`config.mk`:
```
export PLATFORM = sky130hd
export DESIGN_NAME = hsv_to_rgb_converter
export DESIGN_NICKNAME = d
export VERILOG_FILES = /design/src/rtl/hsvc_pkg.sv /design/src/rtl/hsvc_decode.sv /design/src/rtl/hsvc_channel_calc.sv /design/src/rtl/hsv_to_rgb_converter.sv
export SDC_FILE = /design/constraint.sdc
export NUM_CORES = 1
export LEC_CHECK = 0
export BUFFER_PORTS_ARGS = -buffer_cell sky130_fd_sc_hd__buf_2
export CAP_MARGIN = 5
export CORE_UTILIZATION = 35
export DETAILED_ROUTE_END_ITERATION = 8
export SLEW_MARGIN = 20
export SYNTH_ARGS = -nofsm -noshare
export SYNTH_HDL_FRONTEND = slang
export SYNTH_SLANG_ARGS = --single-unit
```
`constraint.sdc`:
```
create_clock -name clk -period 12.4 [get_ports clk]
set_clock_uncertainty 0.15 [all_clocks]
set_input_delay 1.24 -clock clk [delete_from_list [all_inputs] [get_ports clk]]
set_output_delay 1.24 -clock clk [all_outputs]
set_load 0.05 [all_outputs]
```
`src/rtl/hsvc_pkg.sv`:
```
// hsvc_pkg: types and constants shared by the hsv to rgb converter pipeline
// no dependencies; imported by every hsvc module and by the top level
`default_nettype none

package hsvc_pkg;

	typedef struct packed {
		logic [8:0] hue_deg;
		logic [7:0] saturation;
		logic [7:0] brightness;
		logic [7:0] alpha_in;
	} hsv_pixel_t;

	typedef struct packed {
		logic [7:0] red;
		logic [7:0] green;
		logic [7:0] blue;
		logic [7:0] alpha_out;
	} rgb_pixel_t;

	// hue sectors, named after the colours they run between
	typedef enum logic [2:0] {
		SEC_RED_YEL,
		SEC_YEL_GRN,
		SEC_GRN_CYN,
		SEC_CYN_BLU,
		SEC_BLU_MAG,
		SEC_MAG_RED
	} sector_t;

	// side data that rides alongside the arithmetic
	typedef struct packed {
		sector_t    sector;
		logic       gray;
		logic [7:0] brightness;
		logic [7:0] alpha;
	} hsvc_ctrl_t;

	localparam int unsigned HUE_LIMIT  = 360;
	localparam int unsigned SECTOR_DEG = 60;
	// f = floor(rem * 256 / 60) = (rem * F_RECIP) >> F_SHIFT for rem 0..59
	localparam int unsigned F_RECIP    = 4370;
	localparam int unsigned F_SHIFT    = 10;
	localparam int unsigned DEN_P      = 255;
	localparam int unsigned HALF_P     = 127;
	localparam int unsigned DEN_QT     = 65280;
	localparam int unsigned HALF_QT    = 32640;
	localparam int unsigned F_FULL     = 256;

	// floor(x / 255), exact for x up to 65279 (the largest x whose quotient fits in 8 bits)
	function automatic logic [7:0] div255(input logic [15:0] x);
		logic [16:0] sum;
		sum = 17'(x) + 17'd1 + 17'(x[15:8]);
		return sum[15:8];
	endfunction

endpackage

`default_nettype wire

```
`src/rtl/hsvc_decode.sv`:
```
// hsvc_decode: first pipeline stage, hue of 360 or more forced to 0, sector and remainder within sector
// depends on hsvc_pkg
`default_nettype none

module hsvc_decode
	import hsvc_pkg::*;
(
	input  wire logic       clk,
	input  wire logic       arst_n,
	input  wire logic       in_valid,
	input  wire hsv_pixel_t pix,
	output logic            valid_s1,
	output logic [5:0]      rem_s1,
	output logic [7:0]      sat_s1,
	output hsvc_ctrl_t      ctrl_s1
);

	logic [8:0] hue_c;
	logic [8:0] base_c;
	logic [8:0] diff_c;
	sector_t    sector_c;

	always_comb begin
		hue_c = (pix.hue_deg >= 9'(HUE_LIMIT)) ? 9'd0 : pix.hue_deg;
		if (hue_c >= 9'(SECTOR_DEG * 5)) begin
			sector_c = SEC_MAG_RED;
			base_c   = 9'(SECTOR_DEG * 5);
		end else if (hue_c >= 9'(SECTOR_DEG * 4)) begin
			sector_c = SEC_BLU_MAG;
			base_c   = 9'(SECTOR_DEG * 4);
		end else if (hue_c >= 9'(SECTOR_DEG * 3)) begin
			sector_c = SEC_CYN_BLU;
			base_c   = 9'(SECTOR_DEG * 3);
		end else if (hue_c >= 9'(SECTOR_DEG * 2)) begin
			sector_c = SEC_GRN_CYN;
			base_c   = 9'(SECTOR_DEG * 2);
		end else if (hue_c >= 9'(SECTOR_DEG)) begin
			sector_c = SEC_YEL_GRN;
			base_c   = 9'(SECTOR_DEG);
		end else begin
			sector_c = SEC_RED_YEL;
			base_c   = 9'd0;
		end
		diff_c = hue_c - base_c;
	end

	always_ff @(posedge clk or negedge arst_n) begin
		if (!arst_n) begin
			valid_s1 <= 1'b0;
		end else begin
			valid_s1 <= in_valid;
		end
	end

	always_ff @(posedge clk) begin
		rem_s1             <= diff_c[5:0];
		sat_s1             <= pix.saturation;
		ctrl_s1.sector     <= sector_c;
		ctrl_s1.gray       <= (pix.saturation == 8'd0);
		ctrl_s1.brightness <= pix.brightness;
		ctrl_s1.alpha      <= pix.alpha_in;
	end

endmodule

`default_nettype wire

```
`src/rtl/hsvc_channel_calc.sv`:
```
// hsvc_channel_calc: stages two to five, works out p, q and t with rounded divides
// depends on hsvc_pkg
`default_nettype none

module hsvc_channel_calc
	import hsvc_pkg::*;
(
	input  wire logic       clk,
	input  wire logic       arst_n,
	input  wire logic       valid_s1,
	input  wire logic [5:0] rem_s1,
	input  wire logic [7:0] sat_s1,
	input  wire hsvc_ctrl_t ctrl_s1,
	output logic            valid_s5,
	output logic [7:0]      p_s5,
	output logic [7:0]      q_s5,
	output logic [7:0]      t_s5,
	output hsvc_ctrl_t      ctrl_s5
);

	// stage 2
	logic        valid_s2;
	logic [7:0]  f_s2;
	logic [15:0] pprod_s2;
	logic [7:0]  sat_s2;
	hsvc_ctrl_t  ctrl_s2;
	// stage 3
	logic        valid_s3;
	logic [15:0] nq_s3;
	logic [15:0] nt_s3;
	logic [7:0]  p_s3;
	hsvc_ctrl_t  ctrl_s3;
	// stage 4
	logic        valid_s4;
	logic [23:0] qprod_s4;
	logic [23:0] tprod_s4;
	logic [7:0]  p_s4;
	hsvc_ctrl_t  ctrl_s4;

	logic [18:0] fprod_c;
	logic [8:0]  fcomp_c;

	assign fprod_c = 19'(rem_s1) * 19'(F_RECIP);
	assign fcomp_c = 9'(F_FULL) - 9'(f_s2);

	always_ff @(posedge clk or negedge arst_n) begin
		if (!arst_n) begin
			valid_s2 <= 1'b0;
			valid_s3 <= 1'b0;
			valid_s4 <= 1'b0;
			valid_s5 <= 1'b0;
		end else begin
			valid_s2 <= valid_s1;
			valid_s3 <= valid_s2;
			valid_s4 <= valid_s3;
			valid_s5 <= valid_s4;
		end
	end

	always_ff @(posedge clk) begin
		f_s2     <= fprod_c[F_SHIFT +: 8];
		pprod_s2 <= 16'(ctrl_s1.brightness) * (16'(DEN_P) - 16'(sat_s1));
		sat_s2   <= sat_s1;
		ctrl_s2  <= ctrl_s1;

		nq_s3   <= 16'(DEN_QT) - 16'(sat_s2) * 16'(f_s2);
		nt_s3   <= 16'(DEN_QT) - 16'(sat_s2) * 16'(fcomp_c);
		p_s3    <= div255(pprod_s2 + 16'(HALF_P));
		ctrl_s3 <= ctrl_s2;

		qprod_s4 <= 24'(ctrl_s3.brightness) * 24'(nq_s3) + 24'(HALF_QT);
		tprod_s4 <= 24'(ctrl_s3.brightness) * 24'(nt_s3) + 24'(HALF_QT);
		p_s4     <= p_s3;
		ctrl_s4  <= ctrl_s3;

		// divide by 65280 as a divide by 256 (dropping the low 8 bits) then a divide by 255
		q_s5    <= div255(qprod_s4[23:8]);
		t_s5    <= div255(tprod_s4[23:8]);
		p_s5    <= p_s4;
		ctrl_s5 <= ctrl_s4;
	end

endmodule

`default_nettype wire

```
`src/rtl/hsv_to_rgb_converter.sv`:
```
// hsv_to_rgb_converter: one pixel per clock, result strobe done follows start through
// the valid_s1 to valid_s5 stage registers and then the done register; busy never rises,
// so a new item may be taken every cycle. reset clears only the stage valid bits and done.
// depends on hsvc_pkg, hsvc_decode, hsvc_channel_calc
`default_nettype none

module hsv_to_rgb_converter
	import hsvc_pkg::*;
(
	input  wire logic       clk,
	input  wire logic       arst_n,
	input  wire logic       start,
	output logic            busy,
	input  wire hsv_pixel_t hsv,
	output logic            done,
	output rgb_pixel_t      rgb
);

	logic       valid_s1;
	logic [5:0] rem_s1;
	logic [7:0] sat_s1;
	hsvc_ctrl_t ctrl_s1;
	logic       valid_s5;
	logic [7:0] p_s5;
	logic [7:0] q_s5;
	logic [7:0] t_s5;
	hsvc_ctrl_t ctrl_s5;
	rgb_pixel_t rgb_c;

	assign busy = 1'b0;

	hsvc_decode u_decode (
		.clk      (clk),
		.arst_n   (arst_n),
		.in_valid (start & ~busy),
		.pix      (hsv),
		.valid_s1 (valid_s1),
		.rem_s1   (rem_s1),
		.sat_s1   (sat_s1),
		.ctrl_s1  (ctrl_s1)
	);

	hsvc_channel_calc u_calc (
		.clk      (clk),
		.arst_n   (arst_n),
		.valid_s1 (valid_s1),
		.rem_s1   (rem_s1),
		.sat_s1   (sat_s1),
		.ctrl_s1  (ctrl_s1),
		.valid_s5 (valid_s5),
		.p_s5     (p_s5),
		.q_s5     (q_s5),
		.t_s5     (t_s5),
		.ctrl_s5  (ctrl_s5)
	);

	always_comb begin
		rgb_c.alpha_out = ctrl_s5.alpha;
		case (ctrl_s5.sector)
			SEC_RED_YEL: begin
				rgb_c.red = ctrl_s5.brightness; rgb_c.green = t_s5; rgb_c.blue = p_s5;
			end
			SEC_YEL_GRN: begin
				rgb_c.red = q_s5; rgb_c.green = ctrl_s5.brightness; rgb_c.blue = p_s5;
			end
			SEC_GRN_CYN: begin
				rgb_c.red = p_s5; rgb_c.green = ctrl_s5.brightness; rgb_c.blue = t_s5;
			end
			SEC_CYN_BLU: begin
				rgb_c.red = p_s5; rgb_c.green = q_s5; rgb_c.blue = ctrl_s5.brightness;
			end
			SEC_BLU_MAG: begin
				rgb_c.red = t_s5; rgb_c.green = p_s5; rgb_c.blue = ctrl_s5.brightness;
			end
			default: begin
				rgb_c.red = ctrl_s5.brightness; rgb_c.green = p_s5; rgb_c.blue = q_s5;
			end
		endcase
		// zero saturation gives gray
		if (ctrl_s5.gray) begin
			rgb_c.red   = ctrl_s5.brightness;
			rgb_c.green = ctrl_s5.brightness;
			rgb_c.blue  = ctrl_s5.brightness;
		end
	end

	always_ff @(posedge clk or negedge arst_n) begin
		if (!arst_n) begin
			done <= 1'b0;
		end else begin
			done <= valid_s5;
		end
	end

	always_ff @(posedge clk) begin
		rgb <= rgb_c;
	end

endmodule

`default_nettype wire
```
==> run metrics, run 1 <==
hold_buf cts 0; area growth from synthesis to layout 10.0%; CP Class flip-flop to flip-flop; Rows between 90 and 100; CTS tree built; post-synthesis mux area share 0.00345; Slew HR 0.379; TritonCTS Buffers 31; synthesized area 23200 um^2; Synth Register Bits roughly 290; Final Setup Violations 0; HP Class flip-flop to flip-flop; gpl congestion 0.823; Seq/Total Area, Yosys 0.248; routed len/inst between 10 and 15 um; vias in the first global route 16.9k; Post-Synth Adder-Cell Area 0.387; Critical Path End Type flip-flop; first-pass GRT wire length ~81 mm; clock tree buffer depth 3; syn_nets 3043; post-detail-place hpwl about 37 mm; PortBufs 68; DR vias/cell 4.66; Slew @ Worst Pin 0.930 ns; Worst Path Arrival 5.96 ns; unrepaired setup endpoints after global routing no; IO Pins 70; Syn Area/Cell 9.46 um^2; nets 3094; Detail Route Antenna Nets 0; grt ovf 0; Distinct cells, synth 77; via count 15.8k; largest family of logic cells by synthesized area adder cells; Syn. warnings 0; Post-Layout Cell Count 3397; Synth top area share 0.243; Setup Buffers After CTS 0; FMAX 177 MHz; max_cap viols 0; Overall Global Routing Usage 0.145; H-tree depth 1; core area 65700 um^2; Final Hold Viols 0; Synth area leader fa_1; Worst-Skew Late Latency between 0.5 and 0.6 ns; EDFF count, synth 0; Data required, critical path 12.70 ns; complex-gate fraction of the synthesized area 0.0735; Mapped Cells 2457; synth cell count leaders inv_1 (491), fa_1 (282), dfxtp_1 (281), ha_1 (268), nand2_1 (230); clock root buffer clkbuf_16; largest net degree at the start of global routing 37; final worst path period need 5.67 ns; ANT cells 0; die width 260 um; fraction of layout cells with a size suffix above 1 0.0636; utilization after layout 0.389; placed cell area 24500 um^2; Top FF cell, synth dfxtp_1; Initial Util 0.354; placed insts 3339; Finished Cell Area 25600 um^2; die height 260 um; xor-xnor portion of the synthesized cell area 0.0440; First-pass DRT Iterations 5; most frequent cell after synthesis inv_1; fillers about 6.4k; setup TNS 0 ns; outcome finished clean; Synth area leaders fa_1 (24%), dfxtp_1 (24%), ha_1 (14%), inv_1 (7.9%), and2_1 (5.5%); critical path startpoint category flip-flop; crit-path max FO 10; initial drt markers 640; Reg clk slew, reported paths 0.06 ns; footprint of the multi-input gates 15400 um^2; die area 67400 um^2; Pins Over Slew Limit 0; Routed WL 47.0 mm; Synth Area in Simple Gates 0.154; antenna violations before repair 2; Clock Sink Count 287; DRC Markers 0; FF/Latch Area 5780 um^2; Async S/R FF share, synth 0.0209; Tcrit/Tclk final 0.457; Post-CTS Resized 0
[sequential cells by signal (all words and copies together), names as in the netlist, 15 cells and up]
name,count
u_calc.ctrl_s3,20
u_calc.ctrl_s5,20
u_calc.qprod_s4,16
u_calc.nt_s3,15
u_calc.ctrl_s2,20
u_calc.ctrl_s4,20
rgb,32
u_calc.pprod_s2,16
u_decode.ctrl_s1,20
u_calc.nq_s3,16
u_calc.tprod_s4,16
[metrics by stage]
step / worst slack [ns] / hold slack [ns]
finish: 6.73 / 0.173
global route: 6.34 / 0.178
CTS: 6.68 / 0.176
detailed placement: 6.69 / 0.162
global placement: 6.79 / 0.160
floorplan: 7.10 / 0.160
[cell type report]
| class | instances | area share |
|---|---|---|
| clock inverter | 19 | 0.00788 |
| clock buffer | 39 | 0.0335 |
| inverter | 491 | 0.0721 |
| multi-input combinational | 1619 | 0.602 |
| sequential | 287 | 0.226 |
| tap | 864 | 0.0423 |
| timing repair buffer | 78 | 0.0162 |
[layout by cell type, fill, tap and decap left out, drive strengths merged, types with 8 or more instances in the layout]
cell / count
a21oi: 80
mux2i: 8
ha: 268
o21ai: 54
fa: 282
a21o: 11
a222oi: 8
nor2: 66
and2: 208
dfxtp: 281
clkbuf: 39
o21a: 19
a22oi: 8
xor2: 26
inv: 499
and3: 13
buf: 78
nor3: 12
nand3: 16
nor2b: 52
or2: 11
xnor2: 90
o22ai: 10
nor3b: 8
nand2b: 44
a31oi: 9
nand2: 230
[worst paths after layout]
kind                                   startpoint           endpoint  slack (ns)  cells after the start
worst max register to register     u_calc.f_s2[0]   u_calc.nt_s3[15]        6.73                     20
worst max-delay path               u_calc.f_s2[0]   u_calc.nt_s3[15]        6.73                     20
max in group asynchronous                  arst_n    u_calc.valid_s2       11.64                      1
worst min register to register  u_calc.ctrl_s3[5]  u_calc.ctrl_s4[5]        0.17                      0
worst min-delay path            u_calc.ctrl_s3[5]  u_calc.ctrl_s4[5]        0.17                      0
min in group asynchronous                  arst_n               done        0.32                      1
[worst max-delay path, cell delays in order (launching register included)]
cell and delay [ns]:
dfxtp_1 0.40, inv_1 0.12, ha_1 0.18, nand2_1 0.08
or3_1 0.37, xor2_1 0.47, and2_1 0.22, fa_1 0.43
fa_1 0.52, inv_1 0.06, fa_1 0.52, inv_1 0.05
fa_1 0.47, inv_1 0.04, ha_1 0.31, or2_2 0.32
a21oi_1 0.15, a21oi_1 0.07, a211oi_1 0.34, a21oi_1 0.14
xnor2_1 0.14
[metal layers]
layer	wire length, um	track usage	share of wire	vias up
met5	0	0	0	-
met4	1420	0.0462	0.030	0
met3	1970	0.0185	0.042	81
met2	21700	0.246	0.46	318
met1	21900	0.190	0.47	7691
li1	-	-	-	7740
[kinds of logic (layout without fill, tap and decap cells)]
| kind of cell | after synthesis | count (layout) |
|---|---|---|
| and+or+nand+nor | 685 | 685 |
| buffers and inverters | 551 | 627 |
| other | 1 | 1 |
| muxes | 8 | 8 |
| AOI/OAI and AO/OA | 259 | 259 |
| xor gates and xnor gates | 116 | 116 |
| DFF | 287 | 287 |
| adders and majority gates | 550 | 550 |
Power of run 1 is not shown: default switching activity piles up to over one toggle a cycle in this logic, so the estimate is an artifact.
==> run 2, diff against run 1 <==
--- a/config.mk
+++ b/config.mk
@@ -5,6 +5,7 @@
 export SDC_FILE = /design/constraint.sdc
 export NUM_CORES = 1
 export LEC_CHECK = 0
+export ABC_AREA = 1
 export BUFFER_PORTS_ARGS = -buffer_cell sky130_fd_sc_hd__buf_2
 export CAP_MARGIN = 5
 export CORE_UTILIZATION = 35
==> constraint.sdc (replaced) <==
create_clock -name clk -period 5 [get_ports clk]
set_clock_uncertainty 0.15 [all_clocks]
set_input_delay 0.5 -clock clk [delete_from_list [all_inputs] [get_ports clk]]
set_output_delay 0.5 -clock clk [all_outputs]
set_load 0.05 [all_outputs]
==> run metrics, run 2 <==
Synth area leaders fa_1 (23%), dfxtp_1 (23%), ha_1 (14%), inv_1 (12%), nand2_1 (10%) (was fa_1 (24%), dfxtp_1 (24%), ha_1 (14%), inv_1 (7.9%), and2_1 (5.5%)); DR vias/cell 4.44 (was 4.66); Top FF cell, synth dfxtp_1 (unchanged); gpl congestion 0.878 (was 0.823); PortBufs 68 (unchanged); largest net degree at the start of global routing 34 (was 37); Distinct cells, synth 54 (was 77); die height 266 um (was 260 um); Mapped Cells 3045 (was 2457); unrepaired setup endpoints after global routing no (unchanged); FF/Latch Area 5780 um^2 (unchanged); Synth Register Bits 287 (unchanged); commonest non-fill, non-tap cells in the layout inv_1 (792), nand2_1 (676), fa_1 (282) (was inv_1 (491), fa_1 (282), dfxtp_1 (280)); Worst-Skew Late Latency 0.57 ns (about the same); Routed WL 49.6 mm (was 47.0 mm); footprint of the multi-input gates 15300 um^2 (was 15400 um^2); die width 266 um (was 260 um); most frequent cell after synthesis inv_1 (unchanged); initial drt markers 875 (was 640); Async S/R FF share, synth 0.0209 (unchanged); commonest non-fill, non-tap cell in the layout inv_1 (unchanged); FMAX 210 MHz (was 177 MHz); grt ovf 0 (unchanged); terminus of the critical flop-to-flop path u_calc.nt_s3[14] (was u_calc.nt_s3[15]); TritonCTS Buffers 30 (was 31); clock root buffer clkbuf_16 (unchanged); Syn Area/Cell 8.01 um^2 (was 9.46 um^2); Critical Path Max Stage Delay 0.52 ns (about the same); Tcrit/Tclk final 0.951 (was 0.457); setup TNS 0 ns (unchanged); post-detail-place hpwl 40.6 mm (was 37.1 mm); Final Setup Violations 0 (unchanged); die area 70800 um^2 (was 67400 um^2); Rows 96 (was 94); Seq/Total Area, Yosys 0.237 (was 0.248); Largest register FFs 32 (unchanged); CTS tree built (unchanged); Syn. warnings 0 (unchanged); Crit-path slowest cell fa_1 (unchanged); synthesized area 24400 um^2 (was 23200 um^2); synth cell count leaders inv_1 (793), nand2_1 (677), fa_1 (282), dfxtp_1 (281), ha_1 (268) (was inv_1 (491), fa_1 (282), dfxtp_1 (281), ha_1 (268), nand2_1 (230)); Synth top area share 0.231 (was 0.243); Crit path top cell by count fa_1; CP cell instances nor3_4 > nand2_2 > or3_4 > nor2_4 > xor2_4 > nor2_1 > fa_1 > fa_1 > inv_1 > fa_1 > inv_1 > fa_1 > inv_1 > ha_4 > nand2_1 > o21a_1 > nand2_1 > a31oi_2 > o21ai_1 > xor2_1 (was inv_1 > ha_1 > nand2_1 > or3_1 > xor2_1 > and2_1 > fa_1 > fa_1 > inv_1 > fa_1 > inv_1 > fa_1 > inv_1 > ha_1 > or2_2 > a21oi_1 > a21oi_1 > a211oi_1 > a21oi_1 > xnor2_1); origin of the critical flop-to-flop path u_calc.f_s2[2] (was u_calc.f_s2[0]); HP Class input pin to asynchronous set/reset pin (was flip-flop to flip-flop); CP Class flip-flop to flip-flop (unchanged); vias in the first global route 18.4k (was 16.9k); routed len/inst 12.2 um (was 13.8 um); outcome finished clean (unchanged); IO Pins 70 (unchanged); fillers 6999 (was 6438); DRC Markers 0 (unchanged); final worst path period need 4.75 ns (was 5.67 ns); Synth area leader fa_1 (unchanged); Top reg by flops rgb (unchanged); Finished Cell Area 27200 um^2 (was 25600 um^2); crit-path max FO 4 (was 10); area growth from synthesis to layout 11.4% (was 10.0%); placed insts 3995 (was 3339); clock tree buffer depth 3 (unchanged); R2R setup slack 0.25 ns (was 6.73 ns); via count 18.1k (was 15.8k); max_cap viols 0 (unchanged); Final Hold Viols 0 (unchanged); H-tree depth 1 (unchanged); Overall Global Routing Usage 0.146 (was 0.145); Pins Over Slew Limit 0 (unchanged); Worst Path Arrival 5.09 ns (was 5.96 ns); Data required, critical path 5.34 ns (was 12.70 ns); Reg clk slew, reported paths 0.06 ns (about the same); nets 3712 (was 3094); critical path startpoint category flip-flop (unchanged); Slew HR 0.246 (was 0.379); Slew @ Worst Pin 1.13 ns (was 0.930 ns); Clock Sink Count 287 (unchanged); First-pass DRT Iterations 7 (was 5); EDFF count, synth 0 (unchanged); antenna violations before repair 3 (was 2); syn_nets 3631 (was 3043); Post-Layout Cell Count 4077 (was 3397); first-pass GRT wire length 86.9 mm (was 81.5 mm); placed cell area 25800 um^2 (was 24500 um^2); Reg2Reg Depth 20 (unchanged); fraction of layout cells with a size suffix above 1 0.0576 (was 0.0636); Critical Path End Type flip-flop (unchanged); Detail Route Antenna Nets 0 (unchanged); Initial Util 0.354 (about the same); core area 68800 um^2 (was 65700 um^2)
==> run 2: cell count changes in the layout (fill, tap and decap cells not counted), moves of 28 or more <==
cell / previous run / this run
nor2b_1: 52 / 0
nand2b_1: 44 / 0
and2_1: 206 / 2
xor2_1: 25 / 59
nand3_1: 16 / 59
a21oi_1: 80 / 115
inv_1: 491 / 792
nand2_1: 230 / 676
xnor2_1: 90 / 33
nor2_1: 65 / 159
dlygate4sd3_1: 0 / 28
==> run 2: kinds of logic (layout without fill, tap and decap cells) <==
family / after synthesis / count (layout) / synth area share
compound gates: 265 / 265 / 0.0602
xor+xnor: 94 / 94 / 0.0348
fa+ha+maj: 550 / 550 / 0.369
buf+inv: 876 / 975 / 0.138
flops: 287 / 287 / 0.237
other cells: 1 / 3 / 0.000154
simple gates: 972 / 972 / 0.161
==> run 2: final cells by class <==
| type | count | share of cell area |
|---|---|---|
| multi-input cells | 1882 | 0.564 |
| flip-flops and latches | 287 | 0.212 |
| inverters | 798 | 0.110 |
| well taps | 931 | 0.0428 |
| repair buffers | 127 | 0.0351 |
| clock buffers | 38 | 0.0302 |
| clock inverters | 12 | 0.00538 |
| diodes | 2 | 0.000184 |
==> run 2: worst max-delay path by stage <==
stage	startpoint	to	slack (ns)	cells past startpoint
6_report	u_calc.f_s2[2]	u_calc.nt_s3[14]	0.25	20
5_1_grt	u_calc.f_s2[2]	u_calc.nt_s3[14]	0.01	21
3_5_place_dp	u_calc.f_s2[1]	u_calc.nt_s3[14]	0.15	20
3_3_place_gp	u_calc.f_s2[2]	u_calc.nt_s3[14]	0.19	20
2_1_floorplan	u_calc.f_s2[1]	u_calc.nt_s3[14]	0.19	21
4_1_cts	u_calc.f_s2[1]	u_calc.nt_s3[14]	0.13	20
==> run 2: repair_timing <==
action,4_1_cts,5_1_grt
endpoints found under the setup margin,0,3
hold endpoints to repair,33,0
hold buffers,28,0
setup buffers,0,2
gates resized for setup,0,15
==> run 2: metal layers <==
layer / share of wire / GRT usage
met5: 0 / 0
met4: 0.020 / 0.0309
met3: 0.035 / 0.0164
met2: 0.45 / 0.247
met1: 0.49 / 0.201
==> run 2: through the flow <==
stage | hold WS [ns] | util | worst slack [ns]
after global placement | 0.160 | 0.376 | 0.191
after CTS | 0.0930 | 0.394 | 0.131
after detailed placement | 0.162 | 0.376 | 0.145
after floorplan | 0.0544 | - | 0.191
after global routing | 0.126 | 0.395 | 0.0126
final | 0.124 | 0.395 | 0.247
==> run 2: critical path, delay by kind of cell, from the launching register on <==
kind | cells | cell delay [ns]
buffers and inverters | 3 | 0.16
DFF | 1 | 0.33
and+or+nand+nor | 7 | 1.01
adders and majority gates | 5 | 2.29
xor gates and xnor gates | 2 | 0.30
AOI/OAI and AO/OA | 3 | 0.45
Power of run 2 is left out for the same reason.
